File: src/hhfs_pkg.sv
`timescale 1ns / 1ps

package hhfs_pkg;

    localparam int unsigned MAX_HEADER_BYTES = 65536;
    localparam int unsigned OFFSET_W = 16;
    localparam logic [OFFSET_W-1:0] OFFSET_LIMIT =
        (MAX_HEADER_BYTES < 65535) ? OFFSET_W'(MAX_HEADER_BYTES) : OFFSET_W'(65535);

    localparam int unsigned QUEUE_DEPTH = 4;
    localparam int unsigned QPTR_W = $clog2(QUEUE_DEPTH);
    localparam int unsigned QCNT_W = $clog2(QUEUE_DEPTH + 1);

    localparam logic [7:0] CHAR_CR    = 8'h0D;
    localparam logic [7:0] CHAR_LF    = 8'h0A;
    localparam logic [7:0] CHAR_COLON = 8'h3A;

    typedef enum logic [2:0] {
        ST_FIELD     = 3'd0,
        ST_HDR_END   = 3'd1,
        ST_NO_COLON  = 3'd2,
        ST_EMPTY_KEY = 3'd3,
        ST_NO_END    = 3'd4,
        ST_TOO_LONG  = 3'd5
    } status_t;

    typedef struct packed {
        status_t             status;
        logic [OFFSET_W-1:0] key_begin;
        logic [OFFSET_W-1:0] key_end;
        logic [OFFSET_W-1:0] value_begin;
        logic [OFFSET_W-1:0] value_end;
        logic [OFFSET_W-1:0] next_offset;
        logic                last_result;
    } res_t;

    typedef struct packed {
        logic a_valid;
        logic b_valid;
    } push_t;

    function automatic logic is_blank(input logic [7:0] c);
        is_blank = (c == 8'h20) || (c == 8'h09) || (c == 8'h0A) ||
                   (c == 8'h0B) || (c == 8'h0C) || (c == 8'h0D);
    endfunction

endpackage

File: src/hhfs_parse.sv
`timescale 1ns / 1ps

module hhfs_parse
(
    input  logic                          clk,
    input  logic                          rst_n,
    input  logic                          in_valid,
    output logic                          in_stall,
    input  logic [7:0]                    data_byte,
    input  logic                          first_byte,
    input  logic                          last_byte,
    input  logic                          room,
    output hhfs_pkg::push_t               push,
    output hhfs_pkg::res_t                res_a,
    output hhfs_pkg::res_t                res_b
);

    typedef enum logic [2:0] {
        PH_KEY   = 3'b001,
        PH_VALUE = 3'b010,
        PH_DONE  = 3'b100
    } phase_t;

    typedef struct packed {
        logic [hhfs_pkg::OFFSET_W-1:0] offset;
        phase_t                        phase;
        logic                          cr_pending;
        logic                          line_is_empty;
        logic [hhfs_pkg::OFFSET_W-1:0] key_first;
        logic [hhfs_pkg::OFFSET_W-1:0] key_stop;
        logic                          key_seen;
        logic [hhfs_pkg::OFFSET_W-1:0] value_first;
        logic [hhfs_pkg::OFFSET_W-1:0] value_stop;
        logic                          value_seen;
    } pstate_t;

    function automatic pstate_t clear_line(input pstate_t s);
        pstate_t r;
        r               = s;
        r.line_is_empty = 1'b1;
        r.cr_pending    = 1'b0;
        r.phase         = PH_KEY;
        r.key_first     = '0;
        r.key_stop      = '0;
        r.key_seen      = 1'b0;
        r.value_first   = '0;
        r.value_stop    = '0;
        r.value_seen    = 1'b0;
        return r;
    endfunction

    function automatic pstate_t reset_state();
        pstate_t r;
        r       = clear_line('0);
        r.phase = PH_DONE;
        return r;
    endfunction

    logic        in_valid_reg;
    logic [7:0]  byte_reg;
    logic        first_reg;
    logic        last_reg;
    logic        consume;
    logic        accept;
    pstate_t     st_reg;
    pstate_t     st_next;
    pstate_t     nx;
    logic        a_v;
    logic        b_v;
    logic [hhfs_pkg::OFFSET_W-1:0] p;
    logic [hhfs_pkg::OFFSET_W-1:0] p1;

    assign consume  = in_valid_reg && room;
    assign in_stall = in_valid_reg && !room;
    assign accept   = in_valid && !in_stall;

    always_ff @(posedge clk or negedge rst_n)
    begin
        if (!rst_n)
        begin
            in_valid_reg <= 1'b0;
        end
        else if (accept)
        begin
            in_valid_reg <= 1'b1;
        end
        else if (consume)
        begin
            in_valid_reg <= 1'b0;
        end
    end

    always_ff @(posedge clk)
    begin
        if (accept)
        begin
            byte_reg  <= data_byte;
            first_reg <= first_byte;
            last_reg  <= last_byte;
        end
    end

    always_comb
    begin
        nx    = st_reg;
        a_v   = 1'b0;
        b_v   = 1'b0;
        res_a = '0;
        res_b = '0;
        if (first_reg)
        begin
            nx        = clear_line(st_reg);
            nx.offset = '0;
        end
        p  = nx.offset;
        p1 = p + hhfs_pkg::OFFSET_W'(1);
        if (nx.phase != PH_DONE)
        begin
            if (p >= hhfs_pkg::OFFSET_LIMIT)
            begin
                nx.phase          = PH_DONE;
                a_v               = 1'b1;
                res_a.status      = hhfs_pkg::ST_TOO_LONG;
                res_a.next_offset = p;
            end
            else
            begin
                nx.offset = p1;
                if (nx.cr_pending && byte_reg == hhfs_pkg::CHAR_LF)
                begin
                    nx.cr_pending     = 1'b0;
                    a_v               = 1'b1;
                    res_a.next_offset = p1;
                    priority if (nx.line_is_empty)
                    begin
                        res_a.status = hhfs_pkg::ST_HDR_END;
                        nx.phase     = PH_DONE;
                    end
                    else if (nx.phase == PH_KEY)
                    begin
                        res_a.status = hhfs_pkg::ST_NO_COLON;
                        nx.phase     = PH_DONE;
                    end
                    else if (!nx.key_seen)
                    begin
                        res_a.status = hhfs_pkg::ST_EMPTY_KEY;
                        nx.phase     = PH_DONE;
                    end
                    else
                    begin
                        res_a.status      = hhfs_pkg::ST_FIELD;
                        res_a.key_begin   = nx.key_first;
                        res_a.key_end     = nx.key_stop;
                        res_a.value_begin = nx.value_first;
                        res_a.value_end   = nx.value_stop;
                        nx                = clear_line(nx);
                    end
                end
                else
                begin
                    // a held CR without LF turns into line content
                    if (nx.cr_pending)
                    begin
                        nx.line_is_empty = 1'b0;
                    end
                    nx.cr_pending = (byte_reg == hhfs_pkg::CHAR_CR);
                    if (byte_reg != hhfs_pkg::CHAR_CR)
                    begin
                        nx.line_is_empty = 1'b0;
                        unique case (nx.phase)
                            PH_KEY:
                            begin
                                if (byte_reg == hhfs_pkg::CHAR_COLON)
                                begin
                                    nx.phase       = PH_VALUE;
                                    nx.value_first = p1;
                                    nx.value_stop  = p1;
                                    nx.value_seen  = 1'b0;
                                end
                                else if (!hhfs_pkg::is_blank(byte_reg))
                                begin
                                    if (!nx.key_seen)
                                    begin
                                        nx.key_first = p;
                                        nx.key_seen  = 1'b1;
                                    end
                                    nx.key_stop = p1;
                                end
                            end
                            PH_VALUE:
                            begin
                                if (!hhfs_pkg::is_blank(byte_reg))
                                begin
                                    if (!nx.value_seen)
                                    begin
                                        nx.value_first = p;
                                        nx.value_seen  = 1'b1;
                                    end
                                    nx.value_stop = p1;
                                end
                            end
                            default:
                            begin
                            end
                        endcase
                    end
                end
                if (last_reg && nx.phase != PH_DONE)
                begin
                    nx.phase          = PH_DONE;
                    b_v               = 1'b1;
                    res_b.status      = hhfs_pkg::ST_NO_END;
                    res_b.next_offset = p1;
                end
            end
        end
        res_a.last_result = !b_v;
        res_b.last_result = 1'b1;
        push.a_valid      = consume && a_v;
        push.b_valid      = consume && b_v;
        st_next           = consume ? nx : st_reg;
    end

    always_ff @(posedge clk or negedge rst_n)
    begin
        if (!rst_n)
        begin
            st_reg <= reset_state();
        end
        else
        begin
            st_reg <= st_next;
        end
    end

endmodule

File: src/hhfs_outq.sv
`timescale 1ns / 1ps

module hhfs_outq
(
    input  logic            clk,
    input  logic            rst_n,
    input  hhfs_pkg::push_t push,
    input  hhfs_pkg::res_t  res_a,
    input  hhfs_pkg::res_t  res_b,
    output logic            room,
    output logic            out_valid,
    input  logic            out_stall,
    output hhfs_pkg::res_t  res_out
);

    hhfs_pkg::res_t                  mem [hhfs_pkg::QUEUE_DEPTH];
    logic [hhfs_pkg::QPTR_W-1:0]     head_reg;
    logic [hhfs_pkg::QPTR_W-1:0]     head_next;
    logic [hhfs_pkg::QPTR_W-1:0]     tail_reg;
    logic [hhfs_pkg::QPTR_W-1:0]     tail_next;
    logic [hhfs_pkg::QPTR_W-1:0]     wr_b_idx;
    logic [hhfs_pkg::QCNT_W-1:0]     count_reg;
    logic [hhfs_pkg::QCNT_W-1:0]     count_next;
    logic                            pop;

    assign out_valid = (count_reg != '0);
    assign pop       = out_valid && !out_stall;
    assign room      = (count_reg <= hhfs_pkg::QCNT_W'(hhfs_pkg::QUEUE_DEPTH - 2));
    assign res_out   = mem[head_reg];
    assign wr_b_idx  = tail_reg + hhfs_pkg::QPTR_W'(push.a_valid);
    assign tail_next = tail_reg + hhfs_pkg::QPTR_W'(push.a_valid)
                                + hhfs_pkg::QPTR_W'(push.b_valid);
    assign head_next = head_reg + hhfs_pkg::QPTR_W'(pop);
    assign count_next = count_reg + hhfs_pkg::QCNT_W'(push.a_valid)
                                  + hhfs_pkg::QCNT_W'(push.b_valid)
                                  - hhfs_pkg::QCNT_W'(pop);

    always_ff @(posedge clk)
    begin
        if (push.a_valid)
        begin
            mem[tail_reg] <= res_a;
        end
        if (push.b_valid)
        begin
            mem[wr_b_idx] <= res_b;
        end
    end

    always_ff @(posedge clk or negedge rst_n)
    begin
        if (!rst_n)
        begin
            head_reg  <= '0;
            tail_reg  <= '0;
            count_reg <= '0;
        end
        else
        begin
            head_reg  <= head_next;
            tail_reg  <= tail_next;
            count_reg <= count_next;
        end
    end

endmodule

File: src/http_header_field_splitter_top.sv
`timescale 1ns / 1ps
// Channel   Handshake            Payload
// input     in_valid / in_stall  data_byte, first_byte, last_byte
// output    out_valid/ out_stall status, key_begin, key_end, value_begin, value_end,
//                                next_offset, last_result
//
// One byte a cycle while in_stall is low: a byte is parsed from the input register and is
// consumed once the queue has room. Its results are written to the queue when the byte is
// consumed and then show on the output; a byte gives 0 to 2 results.
// Results drain from a four-entry queue, one per cycle while out_stall is low; a byte held
// in the input register stalls the input while the queue cannot take two more results.
// rst_n clears the control state; parsing then waits for a byte with first_byte set.

module http_header_field_splitter_top
(
    input  logic        clk,
    input  logic        rst_n,
    input  logic        in_valid,
    output logic        in_stall,
    input  logic [7:0]  data_byte,
    input  logic        first_byte,
    input  logic        last_byte,
    output logic        out_valid,
    input  logic        out_stall,
    output logic [2:0]  status,
    output logic [15:0] key_begin,
    output logic [15:0] key_end,
    output logic [15:0] value_begin,
    output logic [15:0] value_end,
    output logic [15:0] next_offset,
    output logic        last_result
);

    hhfs_pkg::push_t push;
    hhfs_pkg::res_t  res_a;
    hhfs_pkg::res_t  res_b;
    hhfs_pkg::res_t  res_out;
    logic            room;

    hhfs_parse u_parse
    (
        .clk        (clk),
        .rst_n      (rst_n),
        .in_valid   (in_valid),
        .in_stall   (in_stall),
        .data_byte  (data_byte),
        .first_byte (first_byte),
        .last_byte  (last_byte),
        .room       (room),
        .push       (push),
        .res_a      (res_a),
        .res_b      (res_b)
    );

    hhfs_outq u_outq
    (
        .clk       (clk),
        .rst_n     (rst_n),
        .push      (push),
        .res_a     (res_a),
        .res_b     (res_b),
        .room      (room),
        .out_valid (out_valid),
        .out_stall (out_stall),
        .res_out   (res_out)
    );

    assign status      = res_out.status;
    assign key_begin   = res_out.key_begin;
    assign key_end     = res_out.key_end;
    assign value_begin = res_out.value_begin;
    assign value_end   = res_out.value_end;
    assign next_offset = res_out.next_offset;
    assign last_result = res_out.last_result;

endmodule

File: config.mk
export PLATFORM = sky130hd
export DESIGN_NAME = http_header_field_splitter_top
export DESIGN_NICKNAME = d
export VERILOG_FILES = /design/src/hhfs_pkg.sv /design/src/hhfs_parse.sv /design/src/hhfs_outq.sv /design/src/http_header_field_splitter_top.sv
export SDC_FILE = /design/constraint.sdc
export NUM_CORES = 1
export LEC_CHECK = 0
export ABC_AREA = 0
export BUFFER_PORTS_ARGS = -buffer_cell sky130_fd_sc_hd__buf_2
export CAP_MARGIN = 20
export CORE_MARGIN = 3
export CORE_UTILIZATION = 45
export CTS_CLUSTER_DIAMETER = 150
export DETAILED_ROUTE_END_ITERATION = 12
export GPL_TIMING_DRIVEN = 1
export SLEW_MARGIN = 25
export SYNTH_ARGS = -nofsm -noshare
export SYNTH_HDL_FRONTEND = slang
export SYNTH_SLANG_ARGS = --single-unit
export TNS_END_PERCENT = 50
File: constraint.sdc
create_clock -name clk -period 3.9 [get_ports clk]
set_input_delay 1.17 -clock clk [delete_from_list [all_inputs] [get_ports clk]]
set_output_delay 1.17 -clock clk [all_outputs]
set_load 0.01 [all_outputs]
==> results of run 1 <==
[placed cells by master (no fill, tap or decap), types with 12 or more instances in the layout]
master     instances
nand2_1          606
a21oi_1          309
dfxtp_1          268
buf_2             98
nor2_1            92
dfrtp_1           91
mux4_2            84
buf_4             81
edfxtp_1          78
o21ai_0           72
and3_1            71
clkbuf_16         51
nand3_1           43
a22o_1            29
nor3_1            23
clkbuf_1          18
inv_1             17
o2bb2ai_1         14
buf_12            13
a21o_1            12
[metrics by stage]
step                cell area [µm²]  std cells  total power [µW]  hold WS (ns)
floorplan                     20300       2178              7980         0.426
global placement              21600       2792              9510         0.434
detailed placement            21600       2792              9550         0.442
CTS                           23200       2882             14100         0.450
global route                  23200       2882             14700         0.465
finish                        23200       2882             14100         0.449
[worst max-delay path, cell delays in order, from the launching register on]
cell and delay [ns]:
edfxtp_1 0.58, and4b_1 0.49, nand4_4 0.16, nor2_2 0.19
o21ai_1 0.11, inv_1 0.11, ha_1 0.24, xor2_1 0.28
nor2_1 0.10, and3_2 0.27, nor2_4 0.23, clkinvlp_4 0.43
[area by class of cell]
cell class / instances / area share, %
clock buffers: 73 / 6.03
multi-input cells: 1547 / 40.3
clock inverters: 17 / 0.776
flip-flops and latches: 441 / 43.5
repair buffers: 192 / 5.85
well taps: 592 / 3.19
inverters: 20 / 0.356
[kinds of logic after synthesis]
kind of cell / Yosys count / share of synthesized area, %
buf+inv: 190 / 4.34
mux: 87 / 9.50
xor+xnor: 17 / 0.735
fa+ha+maj: 8 / 0.568
compound gates: 519 / 15.0
flops: 441 / 49.8
simple gates: 916 / 20.1
[power by group through the flow]
stage	Clock [µW]	Sequential (µW)	Combinational, µW
6_report	4580	5440	4070
4_1_cts	4650	5430	4040
3_5_place_dp	0	5530	4020
2_1_floorplan	0	5280	2700
5_1_grt	4840	5490	4330
3_3_place_gp	0	5510	4000
[per-layer routing]
metal / GRT usage [%] / vias up / routed length (µm)
li1: - / 7807 / -
met1: 38.2 / 8480 / 28800
met2: 44.1 / 683 / 30800
met3: 3.68 / 122 / 4190
met4: 8.70 / 0 / 1610
met5: 0 / - / 0
[worst paths after layout]
path	slack, ns	end	cells past startpoint	startpoint
max	0.31	u_outq.mem[0][4]$_DFFE_PP_	11	u_parse.first_reg$_DFFE_PP_
min reg2reg	0.45	u_outq.mem[2][69]$_SDFFE_PP0P_	2	u_outq.mem[2][69]$_SDFFE_PP0P_
min	0.45	u_outq.mem[2][69]$_SDFFE_PP0P_	2	u_outq.mem[2][69]$_SDFFE_PP0P_
min in group asynchronous	0.63	u_parse.st_reg[11]$_DFFE_PN0P_	1	rst_n
max in group asynchronous	2.49	u_parse.st_reg[70]$_DFFE_PN1P_	2	rst_n
max reg2reg	0.31	u_outq.mem[0][4]$_DFFE_PP_	11	u_parse.first_reg$_DFFE_PP_
==> summary.txt, run 1 <==
status: complete, no violations
Nets: 2274
Max Cap Viol: 0
GR Overflow Total: 0
Synth Register Bits: 441
max FFs per register: 336
Power Internal: 9210 µW
io pins: 100
Total Negative Setup Slacks: 0 ns
post-route minimum period: 3.59 ns
post-route setup slack: 0.307 ns
final period utilization: 92.1%
Seq. cell area: 10100 µm²
max-slew violation count: 0
Hold WC Path Type: flop to flop
Area growth syn-to-layout: 14.6%
critical path required time: 4.10 ns
most frequent cell after synthesis: nand2_1
CTS sink count: 441
WL/cell: 22.7 µm
Synth top area share: 26.5%
HPWL Detailed: 41400 µm
TritonCTS buffer count: 50
DIE WIDTH: 218 µm
Logic pwr share: 28.9%
Static Leak: 0.00894 µW
switching pwr: 4880 µW
Worst setup EP type: flop
most frequent cells after synthesis: nand2_1 (606), a21oi_1 (310), dfxtp_1 (268)
Buffers on Ports: 99
Synth area leader: dfxtp_1
CP Launch Type: flop
post-cts sizing count: 0
drt drc: 0
drt via density: 5.93
Worst Path Arrival: 3.79 ns
Total Wirelength: 65500 µm
initial antenna violation count: 0
top cells by area, synth: dfxtp_1 (26%), edfxtp_1 (12%), dfrtp_1 (11%)
fillcell total: 4025
Post-synth top flop: dfxtp_1
FFs w/ async S/R, synth: 21.5%
initial DRC count: 1753
# H-tree levels: 2
number of synthesized flops with an enable pin: 78
global-route wire length before repair: 101000 µm
Clock transition at path regs: 0.06 ns
Final setup viols: 0
highest clock rate: 0.278 GHz
Post-Syn Area: 20300 µm²
clk buf depth: 3
clock power share: 32.5%
Core Rows: 77
DIE HEIGHT: 218 µm
cell count after synthesis: 2178
TritonCTS clock tree: done
Final Hold Viols: 0
clock latency at the later pin of the worst-skew pair: 0.59 ns
total track usage: 27.2%
routability cong.: 0.967
RSZ-0062 raised after global routing: no
final antenna-violating net count: 0
crit-path max FO: 17
Syn Nets: 2200
register share of total power: 38.6%
die area: 47600 µm²
Max VDD drop: 0.000296 V
Yosys Warn Count: 0
Netlist cell types: 82
diode count: 0
vias in the first global route: 16800
post-route clock skew: 0.0260 ns
Slew @ Worst Pin: 0.900 ns
share of cells above drive strength 1: 17.6%
WS Path Type: flop to flop
pin count of the biggest net entering global routing: 69
Initial Utilization: 45.7%
syn avg cell area: 9.30 µm²
# Post-CTS Setup Buffers: 0
hold-fix buffers at CTS: 0
first drt pass iteration count: 6
multi-input logic area: 9350 µm²
Rel. slew slack: 40.0%
cell area power density: 607 nW/µm²
Seq/Total Area, Yosys: 49.8%
Root Buffer: clkbuf_16
sw frac: 34.6%
Core ar.: 44300 µm²
worst slack, placed: 0.328 ns
Finished Core Util: 52.4%
vias post-DR: 17100
Note: power is estimated with default switching activity, not from simulation.
==> run 2: changes to the inputs <==
--- a/config.mk
+++ b/config.mk
@@ -8,11 +8,14 @@
 export ABC_AREA = 0
 export BUFFER_PORTS_ARGS = -buffer_cell sky130_fd_sc_hd__buf_2
 export CAP_MARGIN = 20
+export CORE_ASPECT_RATIO = 0.5
 export CORE_MARGIN = 3
-export CORE_UTILIZATION = 45
+export CORE_UTILIZATION = 56
 export CTS_CLUSTER_DIAMETER = 150
 export DETAILED_ROUTE_END_ITERATION = 12
+export GPL_ROUTABILITY_DRIVEN = 0
 export GPL_TIMING_DRIVEN = 1
+export PLACE_DENSITY = 0.77
 export SLEW_MARGIN = 25
 export SYNTH_ARGS = -nofsm -noshare
 export SYNTH_HDL_FRONTEND = slang
==> run 2 against run 1 <==
Net effect: sequential cell count unchanged; global-route usage grew 4.9 points; count of clock-buffer cells in the layout decreased by 11; highest routed layer unchanged; cell count fell by 5.1%; non-clock buffer count shrank 10; via count rose by 2.0%; critical endpoint is now u_outq.mem[2][69]$_SDFFE_PP0P_; power fell by 6.4%; largest power group unchanged.
==> summary.txt, run 2 (synthesis gave the netlist of run 1 again) <==
Final setup viols: 0
R2R Setup Slk: 0.25 ns
drt drc: 0
most frequent cells in the layout: nand2_1 (606), a21oi_1 (309), dfxtp_1 (268)
# H-tree levels: 2
max-slew violation count: 0
Clock transition at path regs: 0.06 ns
Logic pwr share: 29.5%
global-route wire length before repair: 97100 µm
Total Negative Setup Slacks: 0 ns
Total Wirelength: 62000 µm
Nets: 2254
vias post-DR: 17400
Power Internal: 8530 µW
highest clock rate: 0.274 GHz
crit-path max FO: 36
status: complete, no violations
RSZ-0062 raised after global routing: no
final antenna-violating net count: 0
DIE WIDTH: 275 µm
Static Leak: 0.00870 µW
commonest non-fill, non-tap cell in the layout: nand2_1
first drt pass iteration count: 7
Area growth syn-to-layout: 11.3%
clock latency at the later pin of the worst-skew pair: 0.55 ns
drt via density: 6.37
final hold slack: 0.449 ns
clock power share: 29.0%
sw frac: 35.3%
share of cells above drive strength 1: 16.7%
GR Overflow Total: 0
WS Path Type: flop to flop
switching pwr: 4660 µW
final period utilization: 93.7%
Worst Path Arrival: 4.06 ns
total track usage: 32.1%
Max VDD drop: 0.000377 V
io pins: 100
HPWL Detailed: 40200 µm
fillcell total: 2850
Finished Core Util: 64.3%
Worst setup EP type: flop
DIE HEIGHT: 140 µm
# Post-CTS Setup Buffers: 0
die area: 38600 µm²
Slew @ Worst Pin: 1.17 ns
vias in the first global route: 17100
TritonCTS buffer count: 40
Buffers on Ports: 99
CP Launch Type: flop
CP max stage cell: buf_4
register share of total power: 41.4%
Core Rows: 48
Cells after DPL: 2665
TritonCTS clock tree: done
post-route minimum period: 3.65 ns
Layout Cells excl Fill: 2736
cell area power density: 585 nW/µm²
pin count of the biggest net entering global routing: 68
diode count: 0
WL/cell: 22.7 µm
initial antenna violation count: 0
Max Cap Viol: 0
Final Hold Viols: 0
max incr delay on CP: 0.52 ns
Seq. cell area: 10100 µm²
max FFs per register: 336
Root Buffer: clkbuf_16
cell mode on critical path: buf_4
CP Cell Sequence: buf_4 -> nor2b_1 -> ha_1 -> nand4_1 -> nor2_2 -> o21ai_1 -> inv_1 -> ha_1 -> xnor2_2 -> nor2_1 -> and3_2 -> buf_4 -> buf_4 -> a21oi_1
multi-input logic area: 9360 µm²
Core ar.: 35100 µm²
clk buf depth: 3
critical path required time: 4.31 ns
post-route clock skew: 0.0250 ns
initial DRC count: 2482
CTS sink count: 441
Hold WC Path Type: flop to flop
Initial Utilization: 57.7%
Rel. slew slack: 21.2%
run 2: cell count changes in the layout (fill, tap and decap cells not counted), sizes merged:
cell and change:
buf -10, bufinv -2, clkbuf -11, clkinv -3, clkinvlp -2, inv -1
run 2: area by class of cell:
type	instances	share of cell area, %
timing repair buffer	182	5.30
multi-input combinational	1547	41.5
clock buffer	62	5.03
sequential	441	44.8
clock inverter	9	0.377
tap	475	2.64
inverter	20	0.366
run 2: what timing repair did:
| action | 4_1_cts | 5_1_grt |
|---|---|---|
| hold buffers | 0 | 0 |
| gates resized for setup | 0 | 1 |
| endpoints found under the setup margin | 0 | 1 |
run 2: per-layer routing:
layer / wire, µm / global-route usage (%) / up-vias
met5: 0 / 0 / -
met4: 1990 / 11.8 / 0
met3: 7830 / 8.78 / 181
met2: 26900 / 47.6 / 1109
met1: 25300 / 45.5 / 8377
li1: - / - / 7767
run 2: power groups by stage:
stage | combinational (µW) | clock, µW | sequential (µW)
final | 3890 | 3830 | 5470
after detailed placement | 3790 | 0 | 5540
after global placement | 3730 | 0 | 5510
after global routing | 4160 | 4030 | 5490
after floorplan | 2700 | 0 | 5280
after CTS | 3810 | 3850 | 5440
run 2: per-stage QoR:
step	cell area [µm²]	setup slack, ns	power [µW]
after global routing	22500	0.0330	13700
after floorplan	20300	0.0383	7980
after detailed placement	21300	0.311	9330
after global placement	21300	0.494	9240
after CTS	22500	0.286	13100
final	22500	0.246	13200
run 2: final timing paths:
kind,from,end,cells past startpoint
max in group asynchronous,rst_n,u_parse.st_reg[13]$_DFFE_PN0P_,2
min in group asynchronous,rst_n,u_parse.st_reg[82]$_DFFE_PN0P_,1
worst min register to register,u_outq.mem[3][34]$_SDFFE_PP0P_,u_outq.mem[3][34]$_SDFFE_PP0P_,2
worst max-delay path,u_parse.first_reg$_DFFE_PP_,u_outq.mem[2][69]$_SDFFE_PP0P_,14
worst min-delay path,u_outq.mem[3][34]$_SDFFE_PP0P_,u_outq.mem[3][34]$_SDFFE_PP0P_,2
worst max register to register,u_parse.first_reg$_DFFE_PP_,u_outq.mem[2][69]$_SDFFE_PP0P_,14
run 2: critical path, delay by kind of cell (launching register included):
kind | cells | cell delay [ns]
simple gates | 5 | 1.03
xor+xnor | 1 | 0.13
compound gates | 2 | 0.18
fa+ha+maj | 2 | 0.46
flops | 1 | 0.39
buf+inv | 4 | 1.28
